===== src/spsn_pkg.sv =====
// ----------------------------------------------------------------------------
// spsn_pkg
// Shared types, codes and saturating fixed point helpers for the path
// segment normalizer.
// ----------------------------------------------------------------------------
package spsn_pkg;

   // internal coordinate width (Q16.16 at 32)
   localparam int COORD_BITS = 32;
   // external field width of every coordinate
   localparam int FIELD_BITS = 32;
   // working width: holds any field or coordinate plus two bits of growth
   localparam int EXT_BITS = ((COORD_BITS > FIELD_BITS) ? COORD_BITS : FIELD_BITS) + 2;

   typedef logic signed [COORD_BITS-1:0] coord_type;
   typedef logic signed [EXT_BITS-1:0]   ext_type;
   typedef logic signed [FIELD_BITS-1:0] field_type;

   // path command codes
   typedef enum logic [3:0] {
      CMD_MOVE         = 4'd0,
      CMD_LINE         = 4'd1,
      CMD_HORIZONTAL   = 4'd2,
      CMD_VERTICAL     = 4'd3,
      CMD_CLOSE        = 4'd4,
      CMD_QUAD         = 4'd5,
      CMD_SMOOTH_QUAD  = 4'd6,
      CMD_CUBIC        = 4'd7,
      CMD_SMOOTH_CUBIC = 4'd8
   } command_type;

   // segment kind; as a curve history, line means no previous curve
   typedef enum logic [1:0] {
      KIND_LINE  = 2'd0,
      KIND_QUAD  = 2'd1,
      KIND_CUBIC = 2'd2
   } kind_type;

   typedef struct packed {
      logic [3:0] command;
      logic       relative;
      field_type  coord_a;
      field_type  coord_b;
      field_type  coord_c;
      field_type  coord_d;
      field_type  coord_e;
      field_type  coord_f;
   } req_type;

   typedef struct packed {
      logic [1:0] segment_kind;
      field_type  start_x;
      field_type  start_y;
      field_type  first_ctrl_x;
      field_type  first_ctrl_y;
      field_type  second_ctrl_x;
      field_type  second_ctrl_y;
      field_type  end_x;
      field_type  end_y;
   } rsp_type;

   // tracked path state
   typedef struct packed {
      coord_type origin_x;
      coord_type origin_y;
      coord_type current_x;
      coord_type current_y;
      coord_type prev_ctrl_x;
      coord_type prev_ctrl_y;
      kind_type  prev_curve_kind;
   } state_type;

   localparam ext_type COORD_MAX = {{(EXT_BITS-COORD_BITS+1){1'b0}}, {(COORD_BITS-1){1'b1}}};
   localparam ext_type COORD_MIN = ~COORD_MAX;

   // clamp a working value into the coordinate range
   function automatic coord_type sat(input ext_type v);
      ext_type r;
      r = v;
      if (v > COORD_MAX) r = COORD_MAX;
      if (v < COORD_MIN) r = COORD_MIN;
      return r[COORD_BITS-1:0];
   endfunction

   function automatic coord_type sat_add(input coord_type a, input coord_type b);
      return sat(EXT_BITS'(a) + EXT_BITS'(b));
   endfunction

   function automatic coord_type sat_sub(input coord_type a, input coord_type b);
      return sat(EXT_BITS'(a) - EXT_BITS'(b));
   endfunction

   // field to coordinate, clamped
   function automatic coord_type from_field(input field_type v);
      return sat(EXT_BITS'(v));
   endfunction

   // coordinate to field, low bits of the two's complement value
   function automatic field_type to_field(input coord_type v);
      ext_type e;
      e = EXT_BITS'(v);
      return e[FIELD_BITS-1:0];
   endfunction

endpackage


===== src/svg_path_segment_normalizer_unit.sv =====
// ----------------------------------------------------------------------------
// svg_path_segment_normalizer_unit
// Turns parsed path commands into absolute line, quadratic and cubic
// segments, tracking subpath origin, current point and last control point.
// ----------------------------------------------------------------------------
//  channel  | direction | payload            | handshake
//  ---------+-----------+--------------------+----------------------
//  req_     | in        | spsn_pkg::req_type | req_valid / req_ready
//  rsp_     | out       | spsn_pkg::rsp_type | rsp_valid / rsp_ready
//
//  One transaction per cycle sustained while rsp_ready is high; a segment passes
//  through the command register, then the result register, before it is
//  presented on rsp_.
//  Move and unknown commands update state (or not) and give no segment.
//  Reset clears the path state to zero and empties both registers.
//  A stalled result holds the command register; commands without a segment
//  still drain while the result waits.
// ----------------------------------------------------------------------------
module svg_path_segment_normalizer_unit (
   input  logic              clock,
   input  logic              reset,
   input  logic              req_valid,
   output logic              req_ready,
   input  spsn_pkg::req_type req_data,
   output logic              rsp_valid,
   input  logic              rsp_ready,
   output spsn_pkg::rsp_type rsp_data
);
   import spsn_pkg::*;

   logic      cmd_valid_ff, cmd_valid_in;
   req_type   cmd_data_ff, cmd_data_in;
   state_type state_ff, state_in;
   logic      out_valid_ff, out_valid_in;
   rsp_type   out_data_ff, out_data_in;

   state_type core_state;
   rsp_type   core_seg;
   logic      core_seg_valid;
   logic      advance;

   spsn_core u_core (
      .cmd_data   (cmd_data_ff),
      .state_cur  (state_ff),
      .state_next (core_state),
      .seg_data   (core_seg),
      .seg_valid  (core_seg_valid)
   );

   // command leaves the register when it gives no segment or its segment has somewhere to go
   assign advance   = cmd_valid_ff & (~core_seg_valid | ~out_valid_ff | rsp_ready);
   assign req_ready = ~cmd_valid_ff | advance;
   assign rsp_valid = out_valid_ff;
   assign rsp_data  = out_data_ff;

   // next values
   always_comb begin
      cmd_valid_in = cmd_valid_ff;
      cmd_data_in  = cmd_data_ff;
      state_in     = state_ff;
      out_valid_in = out_valid_ff;
      out_data_in  = out_data_ff;
      if (out_valid_ff && rsp_ready) out_valid_in = 1'b0;
      if (advance) begin
         cmd_valid_in = 1'b0;
         state_in     = core_state;
         if (core_seg_valid) begin
            out_valid_in = 1'b1;
            out_data_in  = core_seg;
         end
      end
      if (req_valid && req_ready) begin
         cmd_valid_in = 1'b1;
         cmd_data_in  = req_data;
      end
   end

   // control and state registers
   always_ff @(posedge clock) begin
      if (reset) begin
         cmd_valid_ff <= 1'b0;
         out_valid_ff <= 1'b0;
         state_ff     <= '0;
      end else begin
         cmd_valid_ff <= cmd_valid_in;
         out_valid_ff <= out_valid_in;
         state_ff     <= state_in;
      end
   end

   // payload registers
   always_ff @(posedge clock) begin
      cmd_data_ff <= cmd_data_in;
      out_data_ff <= out_data_in;
   end

endmodule


===== src/spsn_core.sv =====
// ----------------------------------------------------------------------------
// spsn_core
// Combinational command decode: builds the absolute segment and the next
// path state from one command and the current state.
// ----------------------------------------------------------------------------
module spsn_core (
   input  spsn_pkg::req_type   cmd_data,
   input  spsn_pkg::state_type state_cur,
   output spsn_pkg::state_type state_next,
   output spsn_pkg::rsp_type   seg_data,
   output logic                seg_valid
);
   import spsn_pkg::*;

   coord_type a_x, a_y, c_x, c_y, e_x, e_y;
   coord_type rc_a_x, rc_a_y;
   coord_type vert_y;
   coord_type refl_x, refl_y;
   coord_type c1_x, c1_y, c2_x, c2_y, end_x, end_y;
   kind_type  kind;

   // operand points, offset by the current point when relative
   always_comb begin
      a_x = from_field(cmd_data.coord_a);
      a_y = from_field(cmd_data.coord_b);
      c_x = from_field(cmd_data.coord_c);
      c_y = from_field(cmd_data.coord_d);
      e_x = from_field(cmd_data.coord_e);
      e_y = from_field(cmd_data.coord_f);
      rc_a_x = a_x;
      rc_a_y = a_y;
      // vertical takes its y from the first operand
      vert_y = a_x;
      if (cmd_data.relative) begin
         rc_a_x = sat_add(a_x, state_cur.current_x);
         rc_a_y = sat_add(a_y, state_cur.current_y);
         vert_y = sat_add(a_x, state_cur.current_y);
         c_x    = sat_add(c_x, state_cur.current_x);
         c_y    = sat_add(c_y, state_cur.current_y);
         e_x    = sat_add(e_x, state_cur.current_x);
         e_y    = sat_add(e_y, state_cur.current_y);
      end
   end

   // reflection of the last control point about the current point
   always_comb begin
      refl_x = sat_add(state_cur.current_x,
                       sat_sub(state_cur.current_x, state_cur.prev_ctrl_x));
      refl_y = sat_add(state_cur.current_y,
                       sat_sub(state_cur.current_y, state_cur.prev_ctrl_y));
   end

   // command decode
   always_comb begin
      state_next = state_cur;
      seg_valid  = 1'b0;
      kind       = KIND_LINE;
      c1_x       = '0;
      c1_y       = '0;
      c2_x       = '0;
      c2_y       = '0;
      end_x      = state_cur.current_x;
      end_y      = state_cur.current_y;
      unique case (cmd_data.command)
         CMD_MOVE: begin
            state_next.origin_x        = rc_a_x;
            state_next.origin_y        = rc_a_y;
            state_next.current_x       = rc_a_x;
            state_next.current_y       = rc_a_y;
            state_next.prev_ctrl_x     = rc_a_x;
            state_next.prev_ctrl_y     = rc_a_y;
            state_next.prev_curve_kind = KIND_LINE;
         end
         CMD_LINE: begin
            seg_valid = 1'b1;
            end_x     = rc_a_x;
            end_y     = rc_a_y;
         end
         CMD_HORIZONTAL: begin
            seg_valid = 1'b1;
            end_x     = rc_a_x;
         end
         CMD_VERTICAL: begin
            seg_valid = 1'b1;
            end_y     = vert_y;
         end
         CMD_CLOSE: begin
            seg_valid = 1'b1;
            end_x     = state_cur.origin_x;
            end_y     = state_cur.origin_y;
         end
         CMD_QUAD: begin
            seg_valid = 1'b1;
            kind      = KIND_QUAD;
            c1_x      = rc_a_x;
            c1_y      = rc_a_y;
            end_x     = c_x;
            end_y     = c_y;
            state_next.prev_ctrl_x = rc_a_x;
            state_next.prev_ctrl_y = rc_a_y;
         end
         CMD_SMOOTH_QUAD: begin
            seg_valid = 1'b1;
            kind      = KIND_QUAD;
            c1_x      = state_cur.current_x;
            c1_y      = state_cur.current_y;
            if (state_cur.prev_curve_kind == KIND_QUAD) begin
               c1_x = refl_x;
               c1_y = refl_y;
            end
            end_x     = rc_a_x;
            end_y     = rc_a_y;
            state_next.prev_ctrl_x = c1_x;
            state_next.prev_ctrl_y = c1_y;
         end
         CMD_CUBIC: begin
            seg_valid = 1'b1;
            kind      = KIND_CUBIC;
            c1_x      = rc_a_x;
            c1_y      = rc_a_y;
            c2_x      = c_x;
            c2_y      = c_y;
            end_x     = e_x;
            end_y     = e_y;
            state_next.prev_ctrl_x = c_x;
            state_next.prev_ctrl_y = c_y;
         end
         CMD_SMOOTH_CUBIC: begin
            seg_valid = 1'b1;
            kind      = KIND_CUBIC;
            c1_x      = state_cur.current_x;
            c1_y      = state_cur.current_y;
            if (state_cur.prev_curve_kind == KIND_CUBIC) begin
               c1_x = refl_x;
               c1_y = refl_y;
            end
            c2_x      = rc_a_x;
            c2_y      = rc_a_y;
            end_x     = c_x;
            end_y     = c_y;
            state_next.prev_ctrl_x = rc_a_x;
            state_next.prev_ctrl_y = rc_a_y;
         end
         default: begin
            seg_valid = 1'b0;
         end
      endcase
      // a segment moves the current point and records its curve kind
      if (seg_valid) begin
         state_next.current_x       = end_x;
         state_next.current_y       = end_y;
         state_next.prev_curve_kind = kind;
      end
   end

   // segment fields
   always_comb begin
      seg_data.segment_kind  = kind;
      seg_data.start_x       = to_field(state_cur.current_x);
      seg_data.start_y       = to_field(state_cur.current_y);
      seg_data.first_ctrl_x  = to_field(c1_x);
      seg_data.first_ctrl_y  = to_field(c1_y);
      seg_data.second_ctrl_x = to_field(c2_x);
      seg_data.second_ctrl_y = to_field(c2_y);
      seg_data.end_x         = to_field(end_x);
      seg_data.end_y         = to_field(end_y);
   end

endmodule

===== config.mk =====
export PLATFORM = sky130hd
export DESIGN_NAME = svg_path_segment_normalizer_unit
export DESIGN_NICKNAME = d
export VERILOG_FILES = /design/src/spsn_pkg.sv /design/src/svg_path_segment_normalizer_unit.sv /design/src/spsn_core.sv
export SDC_FILE = /design/constraint.sdc
export NUM_CORES = 2
export LEC_CHECK = 0
export ABC_CLOCK_PERIOD_IN_PS = 11300
export BUFFER_PORTS_ARGS = -buffer_cell sky130_fd_sc_hd__buf_4
export CORE_AREA = 3 3 533 323
export DETAILED_ROUTE_END_ITERATION = 8
export DIE_AREA = 0 0 536 326
export HOLD_SLACK_MARGIN = 0.15
export PLACE_DENSITY_LB_ADDON = 0.05
export SETUP_SLACK_MARGIN = 0.5
export SLEW_MARGIN = 40
export SYNTH_ARGS = -nofsm -noshare
export SYNTH_HDL_FRONTEND = slang
export SYNTH_SLANG_ARGS = --single-unit
export TNS_END_PERCENT = 1

===== constraint.sdc =====
create_clock -name clock -period 11.3 [get_ports clock]
set_clock_uncertainty 0.15 [all_clocks]
set_input_delay 1.13 -clock clock [delete_from_list [all_inputs] [get_ports clock]]
set_output_delay 1.13 -clock clock [all_outputs]
set_load 0.005 [all_outputs]

======== Word-level counts from Yosys, hierarchy flattened ========
Cells that the tools add are included.
word-level totals
  register bits after elaboration ......... 651
  bits of input ports ..................... 201
cells by class
  $add $sub $neg .......................... 11
  magnitude comparators ................... 34
  equal/unequal tests ..................... 10
  mux-type cells .......................... 63
  bitwise operators ....................... 7
  reduce and logical (&&, ||, !) cells .... 18
operators with widths
  cell                  number
  $mux 32               45
  $gt 33x32->1 const B  11
  $lt 33x32->1 const B  11
  $add 32x32->33        9
  $gt 32x32->1 const B  6
  $lt 32x32->1 const B  6
  $pmux 32 s3           2
  $pmux 64 s3           1
  $pmux 32 s5           1
  $mux 64               2
  $pmux 32 s2           2
  $pmux 32 s4           1
  $sub 32x32->33        2
  $eq 4x3->1 const B    4
  $reduce_or 2->1       5
  $eq 4x2->1 const B    2
  $reduce_and 2->1      4
  $reduce_or 8->1       1
  $mux 1                6
  $reduce_or 3->1       2
  $eq 4x1->1 const B    1
  $eq 4x4->1 const B    1
  $logic_not 4->1       1
  $mux 2                2
  9 further kinds       15

======== Logic depth before layout (Yosys ltp) ========
  depth after elaboration ................. 10
  depth in mapped cells ................... 34
  gate-level depth less buffers ........... 31

======== By module ========
From an unflattened synthesis, not the netlist that was laid out.
second synthesis, totals
  cells, all modules ...................... 6,415
  area, all modules ....................... 54,982.7 µm²
by module, submodules not included
  module                            times used  cells each  area an instance (µm²)  seq. area each (µm²)
  spsn_core                         1           5,108       32,528.7                0.0
  svg_path_segment_normalizer_unit  1           1,307       22,454.0                17,586.9

======== Worst setup path before layout ========
No wires, ideal clock.
  path type ............................... register to register
  from .................................... reg cmd_data_ff[193] (netlist name)
  to ...................................... reg state_ff[70] (netlist name)
  data arrival time ....................... 9.064 ns
  required time ........................... 10.710 ns
  setup slack ............................. 1.646 ns
  stages on the path, launching flop included .. 8
  buffers on the path ..................... 2
  clock period less this slack ............ 9.654 ns
  cell sequence ........................... edfxtp_1 > clkbuf_1 > nor3_1 > xnor2_1 > nand3_1 > clkinv_1 > clkbuf_1 > a21oi_1
between the ends
  longest elaborated chain between the ends .. 8
ends and longest elaborated chain
  what                                      line                                    text
  start: declaration                        svg_path_segment_normalizer_unit.sv:32  req_type cmd_data_ff, cmd_data_in;
  start signal: assignment                  svg_path_segment_normalizer_unit.sv:93  cmd_data_ff <= cmd_data_in;
  $eq 4x2->1, or another cell as far along  spsn_core.sv:64                         unique case (cmd_data.command)
  $reduce_or 8->1 (no line)                 n/a
  $mux 1                                    spsn_core.sv:64
  $not 1->1                                 svg_path_segment_normalizer_unit.sv:51  assign advance = cmd_valid_ff & (~core_seg_valid | ~out_valid_ff | rsp_ready);
  $or 1x1->1 (2 in series)                  svg_path_segment_normalizer_unit.sv:51
  $and 1x1->1                               svg_path_segment_normalizer_unit.sv:51
  $reduce_and 2->1 (no line)                n/a
  end signal: assignment                    svg_path_segment_normalizer_unit.sv:87  state_ff <= state_in;
  end: declaration                          svg_path_segment_normalizer_unit.sv:33  state_type state_ff, state_in;
Parallel ways exist; a longest one is shown, timed or not.
A chain may end at the register's enable or synchronous reset.

======== Worst setup path in the final report ========
  from .................................... reg state_ff[103] (netlist name)
  to ...................................... reg state_ff[45] (netlist name)
between the ends
  longest elaborated chain between the ends .. 10
ends and longest elaborated chain
  what             line              text
  $sub 32x32->33   spsn_pkg.sv:90    return sat(EXT_BITS'(a) - EXT_BITS'(b));
  $gt 33x32->1     spsn_pkg.sv:80    if (v > COORD_MAX) r = COORD_MAX;
  $mux 32          spsn_pkg.sv:80
  $mux 32          spsn_pkg.sv:81    if (v < COORD_MIN) r = COORD_MIN;
  $add 32x32->33   spsn_pkg.sv:86    return sat(EXT_BITS'(a) + EXT_BITS'(b));
  $gt 33x32->1     spsn_pkg.sv:80
  $mux 32          spsn_pkg.sv:80
  $mux 32          spsn_pkg.sv:81
  $mux 32          spsn_core.sv:107  if (state_cur.prev_curve_kind == KIND_QUAD) begin
  $pmux 64 s3 (*)  spsn_core.sv:64
Every way passes the cells marked *; elsewhere a longest branch is shown, timed or not.

==> results by group <==
Status
  – Outcome: completed

Worst setup path
  – Maximum fanout along the worst path: 32
  – Slack of the worst reg-to-reg path: 1.97 ns
  – Buffering stage count on the worst path with inverters included: 2
  – Worst setup path class: reg2reg
  – CP max stage cell: sky130_fd_sc_hd__dfxtp_1
  – Reg2reg path depth: 29
  – Delay of the slowest critical-path stage: between 0.8 and 0.9 ns
  – Crit path required time: 11.72 ns
  – Number of cells on the critical path: 29
  – Dominant delay contributor by cell family on the critical path: compound AO/OA/AOI/OAI gates
  – Most frequent CP cell: sky130_fd_sc_hd__a21oi_1
  – Worst endpoint data arrival time: approximately 9.7 ns
  – Endpoint kind of the worst setup timing path: flip-flop
  – Setup crit start kind: flip-flop

Yosys
  – Number of synthesized flops with an enable pin: 455
  – Simple-gate share of the synthesized area: 0.1338
  – Yosys Warn Count: 0
  – Area share of the leading cell type in the synthesized netlist: 0.2721
  – Cell area after synthesis: 50,210 um^2
  – Sequential fraction of the synthesis area: 0.3503
  – Dominant combinational cell family by area after synthesis: compound AO/OA/AOI/OAI gates
  – Post-synth ARST share: 0
  – Xor and xnor area share after synthesis: 0.05303
  – Synth Net Count: 6,400
  – Post-Synth Adder-Cell Area: 0.1013
  – Top post-synthesis cells by area: sky130_fd_sc_hd__edfxtp_1 (27%), sky130_fd_sc_hd__ha_1 (8.8%), sky130_fd_sc_hd__dfxtp_1 (7.8%)
  – Seq cells post-synth: ~650
  – Library cell occupying the most area in the post-synthesis netlist: sky130_fd_sc_hd__edfxtp_1
  – Post-synthesis compound-gate area fraction: 0.3056
  – Count of cell types in the netlist: 98
  – Multiplexer share of the synthesized area: 0.005184
  – Synthesized instance count: around 5,800
  – Avg Cell Area, Syn: 8.603 um^2
  – Main synth FF type: sky130_fd_sc_hd__edfxtp_1

Detailed routing
  – Drc violations: 0
  – Average via count per standard cell: about 6.3
  – DRT Wirelength: 321.8 mm
  – Iteration-0 DRC count of the detailed router: between 9,000 and 10,000
  – Count of antenna-violating nets left after detailed routing: 0
  – Total number of vias: 53,160
  – Mean routed wirelength per cell: 38.25 um
  – Number of optimization iterations in the first detailed-route pass: 8

CTS
  – Clock tree from TritonCTS: done
  – Number of CTS-inserted buffers: 77
  – Number of clock sinks: approximately 650
  – Number of setup buffers added after CTS: 0
  – Worst skew pair latency: 0.74 ns
  – Buffer cell driving the clock tree root: sky130_fd_sc_hd__clkbuf_16
  – Post-CTS clock slew at the launch and capture registers of the worst setup and hold paths: 0.07 ns
  – H-tree levels: 3
  – Resize count post-CTS: 0
  – Hold Buf Count CTS: 0
  – Longest Clk Path Bufs: 3

Cells and area
  – Design Area, Final: ~60,000 um^2
  – Synthesis-to-finish area growth: 18.53%
  – Final cell count without fillers: 8,412
  – Final core utilization: 0.3562
  – Share of layout cells above drive strength 1: 0.1590
  – Fill cells: between 15,000 and 20,000
  – Nets: 6,650

Timing
  – Total negative setup slack: 0 ns
  – Final setup violation count: 0
  – Number of hold violations in the final report: 0
  – Slew Viols, Final: 0
  – WHS: 0.3087 ns
  – Setup repair after global routing missed its margin: false
  – Tightest slew margin relative to the limit: 0.2705
  – Final worst-path cycle share: 0.8255
  – Post-layout min period: approximately 9.3 ns
  – Slew at the pin with the worst max-slew slack: 1.083 ns
  – Highest Clock Rate: 107.2 MHz

Power
  – Power spent charging and discharging nets: around 4.7 mW
  – Share of total power in the clock network: 0.270
  – Fraction of power spent switching nets: 0.4530
  – Comb pwr share: 0.459
  – Power per cell area: around 170 nW/um^2
  – Worst supply voltage drop on vdd: 106.8 uV
  – Internal power contribution: around 5.7 mW
  – Static leakage: 23.86 nW
  – Sequential fraction of design power: 0.271

Die
  – Die Y-Extent: 326 um
  – Std cell rows: 116
  – Die width: roughly 540 um
  – Die area: approximately 170,000 um^2
  – Top-level port count: 461
  – Core Region: between 150,000 and 200,000 um^2
  – Initial core utilization: 0.3005

Placed design
  – Total cell area at the placement stage: 56,640 um^2
  – Dpl cells: 8,246
  – Hpwl dp: 253.2 mm
  – Number of input and output port buffers inserted: 460
  – Placer Congestion: 1.042

Min path
  – Type of the most critical hold path: reg2reg
  – Number of cells on the worst hold path: 2

GRT
  – Maximum number of pins on one net before global-route repair: 111
  – GRT Resource Usage Total: 0.3529
  – Initial antenna violation count: 46
  – Via count of the first global-routing pass: between 40,000 and 50,000
  – Wire length of the first global-routing pass: about 430 mm
  – Remaining global-route overflow: 0

Flow run
  – # Max-Cap Violations: 0
==> flip-flops by register name, indices dropped and copies added (netlist names) <==
| name | count |
|---|---|
| rsp_data | 258 |
| cmd_valid_ff | 1 |
| cmd_data_ff | 197 |
| rsp_valid | 1 |
| state_ff | 194 |
==> metrics by stage <==
stage,worst slack [ns],power (mW)
2_1_floorplan,1.646,5.427
3_3_place_gp,2.226,7.353
3_5_place_dp,2.072,7.305
4_1_cts,2.022,10.13
5_1_grt,1.624,10.66
6_report,1.972,10.34
==> synthesized netlist by cell type (all sizes together), types with 20 or more instances <==
cell type	count
a211oi	113
a21o	198
a21oi	642
a221o	55
a221oi	101
a22oi	48
a311oi	22
a31oi	62
and2	26
and3	25
buf	41
clkbuf	464
dfxtp	196
edfxtp	455
ha	352
inv	166
maj3	46
mux2i	20
nand2	475
nand2b	64
nand3	79
nand4	45
nor2	525
nor2b	37
nor3	86
o211ai	72
o21a	89
o21ai	429
o21bai	45
o221a	36
o221ai	81
o22ai	43
o2bb2ai	30
o31ai	24
or3	25
xnor2	172
xor2	132
==> cells in the final DEF, fill, tap and decap left out, types with 17 or more instances in the layout <==
cell type / netlist / layout
sky130_fd_sc_hd__a211o_1: 18 / 18
sky130_fd_sc_hd__a211oi_1: 110 / 106
sky130_fd_sc_hd__a21o_1: 198 / 198
sky130_fd_sc_hd__a21oi_1: 639 / 631
sky130_fd_sc_hd__a221o_1: 55 / 55
sky130_fd_sc_hd__a221oi_1: 101 / 101
sky130_fd_sc_hd__a22oi_1: 47 / 46
sky130_fd_sc_hd__a311oi_1: 22 / 20
sky130_fd_sc_hd__a31oi_1: 61 / 58
sky130_fd_sc_hd__and2_1: 25 / 24
sky130_fd_sc_hd__and3_1: 25 / 24
sky130_fd_sc_hd__buf_4: 0 / 665
sky130_fd_sc_hd__clkbuf_16: 0 / 77
sky130_fd_sc_hd__dfxtp_1: 196 / 195
sky130_fd_sc_hd__diode_2: 0 / 20
sky130_fd_sc_hd__edfxtp_1: 455 / 455
sky130_fd_sc_hd__ha_1: 352 / 351
sky130_fd_sc_hd__inv_1: 166 / 164
sky130_fd_sc_hd__maj3_1: 46 / 46
sky130_fd_sc_hd__nand2_1: 475 / 470
sky130_fd_sc_hd__nand2b_1: 64 / 64
sky130_fd_sc_hd__nand3_1: 79 / 78
sky130_fd_sc_hd__nand4_1: 45 / 45
sky130_fd_sc_hd__nor2_1: 524 / 512
sky130_fd_sc_hd__nor2b_1: 37 / 36
sky130_fd_sc_hd__nor3_1: 85 / 85
sky130_fd_sc_hd__o211ai_1: 72 / 72
sky130_fd_sc_hd__o21a_1: 89 / 89
sky130_fd_sc_hd__o21ai_0: 418 / 396
sky130_fd_sc_hd__o21ai_1: 10 / 25
sky130_fd_sc_hd__o21bai_1: 45 / 45
sky130_fd_sc_hd__o221a_2: 36 / 36
sky130_fd_sc_hd__o221ai_1: 80 / 71
sky130_fd_sc_hd__o22ai_1: 43 / 39
sky130_fd_sc_hd__o2bb2ai_1: 30 / 24
sky130_fd_sc_hd__o31ai_1: 23 / 21
sky130_fd_sc_hd__or2_2: 17 / 17
sky130_fd_sc_hd__or3_1: 25 / 25
sky130_fd_sc_hd__xnor2_1: 172 / 169
sky130_fd_sc_hd__xor2_1: 132 / 132
==> cells by family after synthesis <==
family / count (synthesis)
mux: 25
flops: 651
fa+ha+maj: 409
xor+xnor: 304
simple gates: 1484
buf+inv: 673
compound gates: 2290
==> worst paths after layout <==
| kind | start | endpoint |
|---|---|---|
| worst max-delay path | state_ff[103]$_SDFFE_PP0P_ | state_ff[45]$_SDFFE_PP0P_ |
| worst min-delay path | state_ff[182]$_SDFFE_PP0P_ | state_ff[182]$_SDFFE_PP0P_ |
| worst max register to register | state_ff[103]$_SDFFE_PP0P_ | state_ff[45]$_SDFFE_PP0P_ |
| worst min register to register | state_ff[182]$_SDFFE_PP0P_ | state_ff[182]$_SDFFE_PP0P_ |
==> worst register-to-register path: cells and delay by family, from the launching register on <==
kind	cells	cell delay, ns
AOI/OAI and AO/OA	17	5.35
buffers and inverters	2	0.42
adders and majority gates	3	0.89
DFF	1	0.82
and+or+nand+nor	7	1.55
==> final cells by class <==
class,count,area [um^2],share of cell area
clock buffers,90,1986,0.03337
multi-input cells,4512,30600,0.5141
diodes,20,50.05,0.0008410
clock inverters,53,714.4,0.01201
well taps,2242,2805,0.04714
flip-flops and latches,651,17590,0.2955
inverters,168,639.4,0.01074
repair buffers,676,5131,0.08622
==> routing by layer <==
metal / track usage / part of all wire / vias to the layer above
met3: 0.1668 / 0.15 / 332
li1: - / - / 22560
met5: 0.006853 / 0.00024 / -
met1: 0.5577 / 0.48 / 26580
met2: 0.4129 / 0.34 / 3683
met4: 0.06387 / 0.019 / 12
==> power groups by stage <==
stage	Clock, mW	Sequential, mW	Combinational [mW]
floorplan	0	2.81	2.61
finish	2.79	2.80	4.74
CTS	2.85	2.80	4.49
global placement	0	2.85	4.51
detailed placement	0	2.85	4.46
global route	2.94	2.80	4.92
Power figures use the tool's default switching activity.
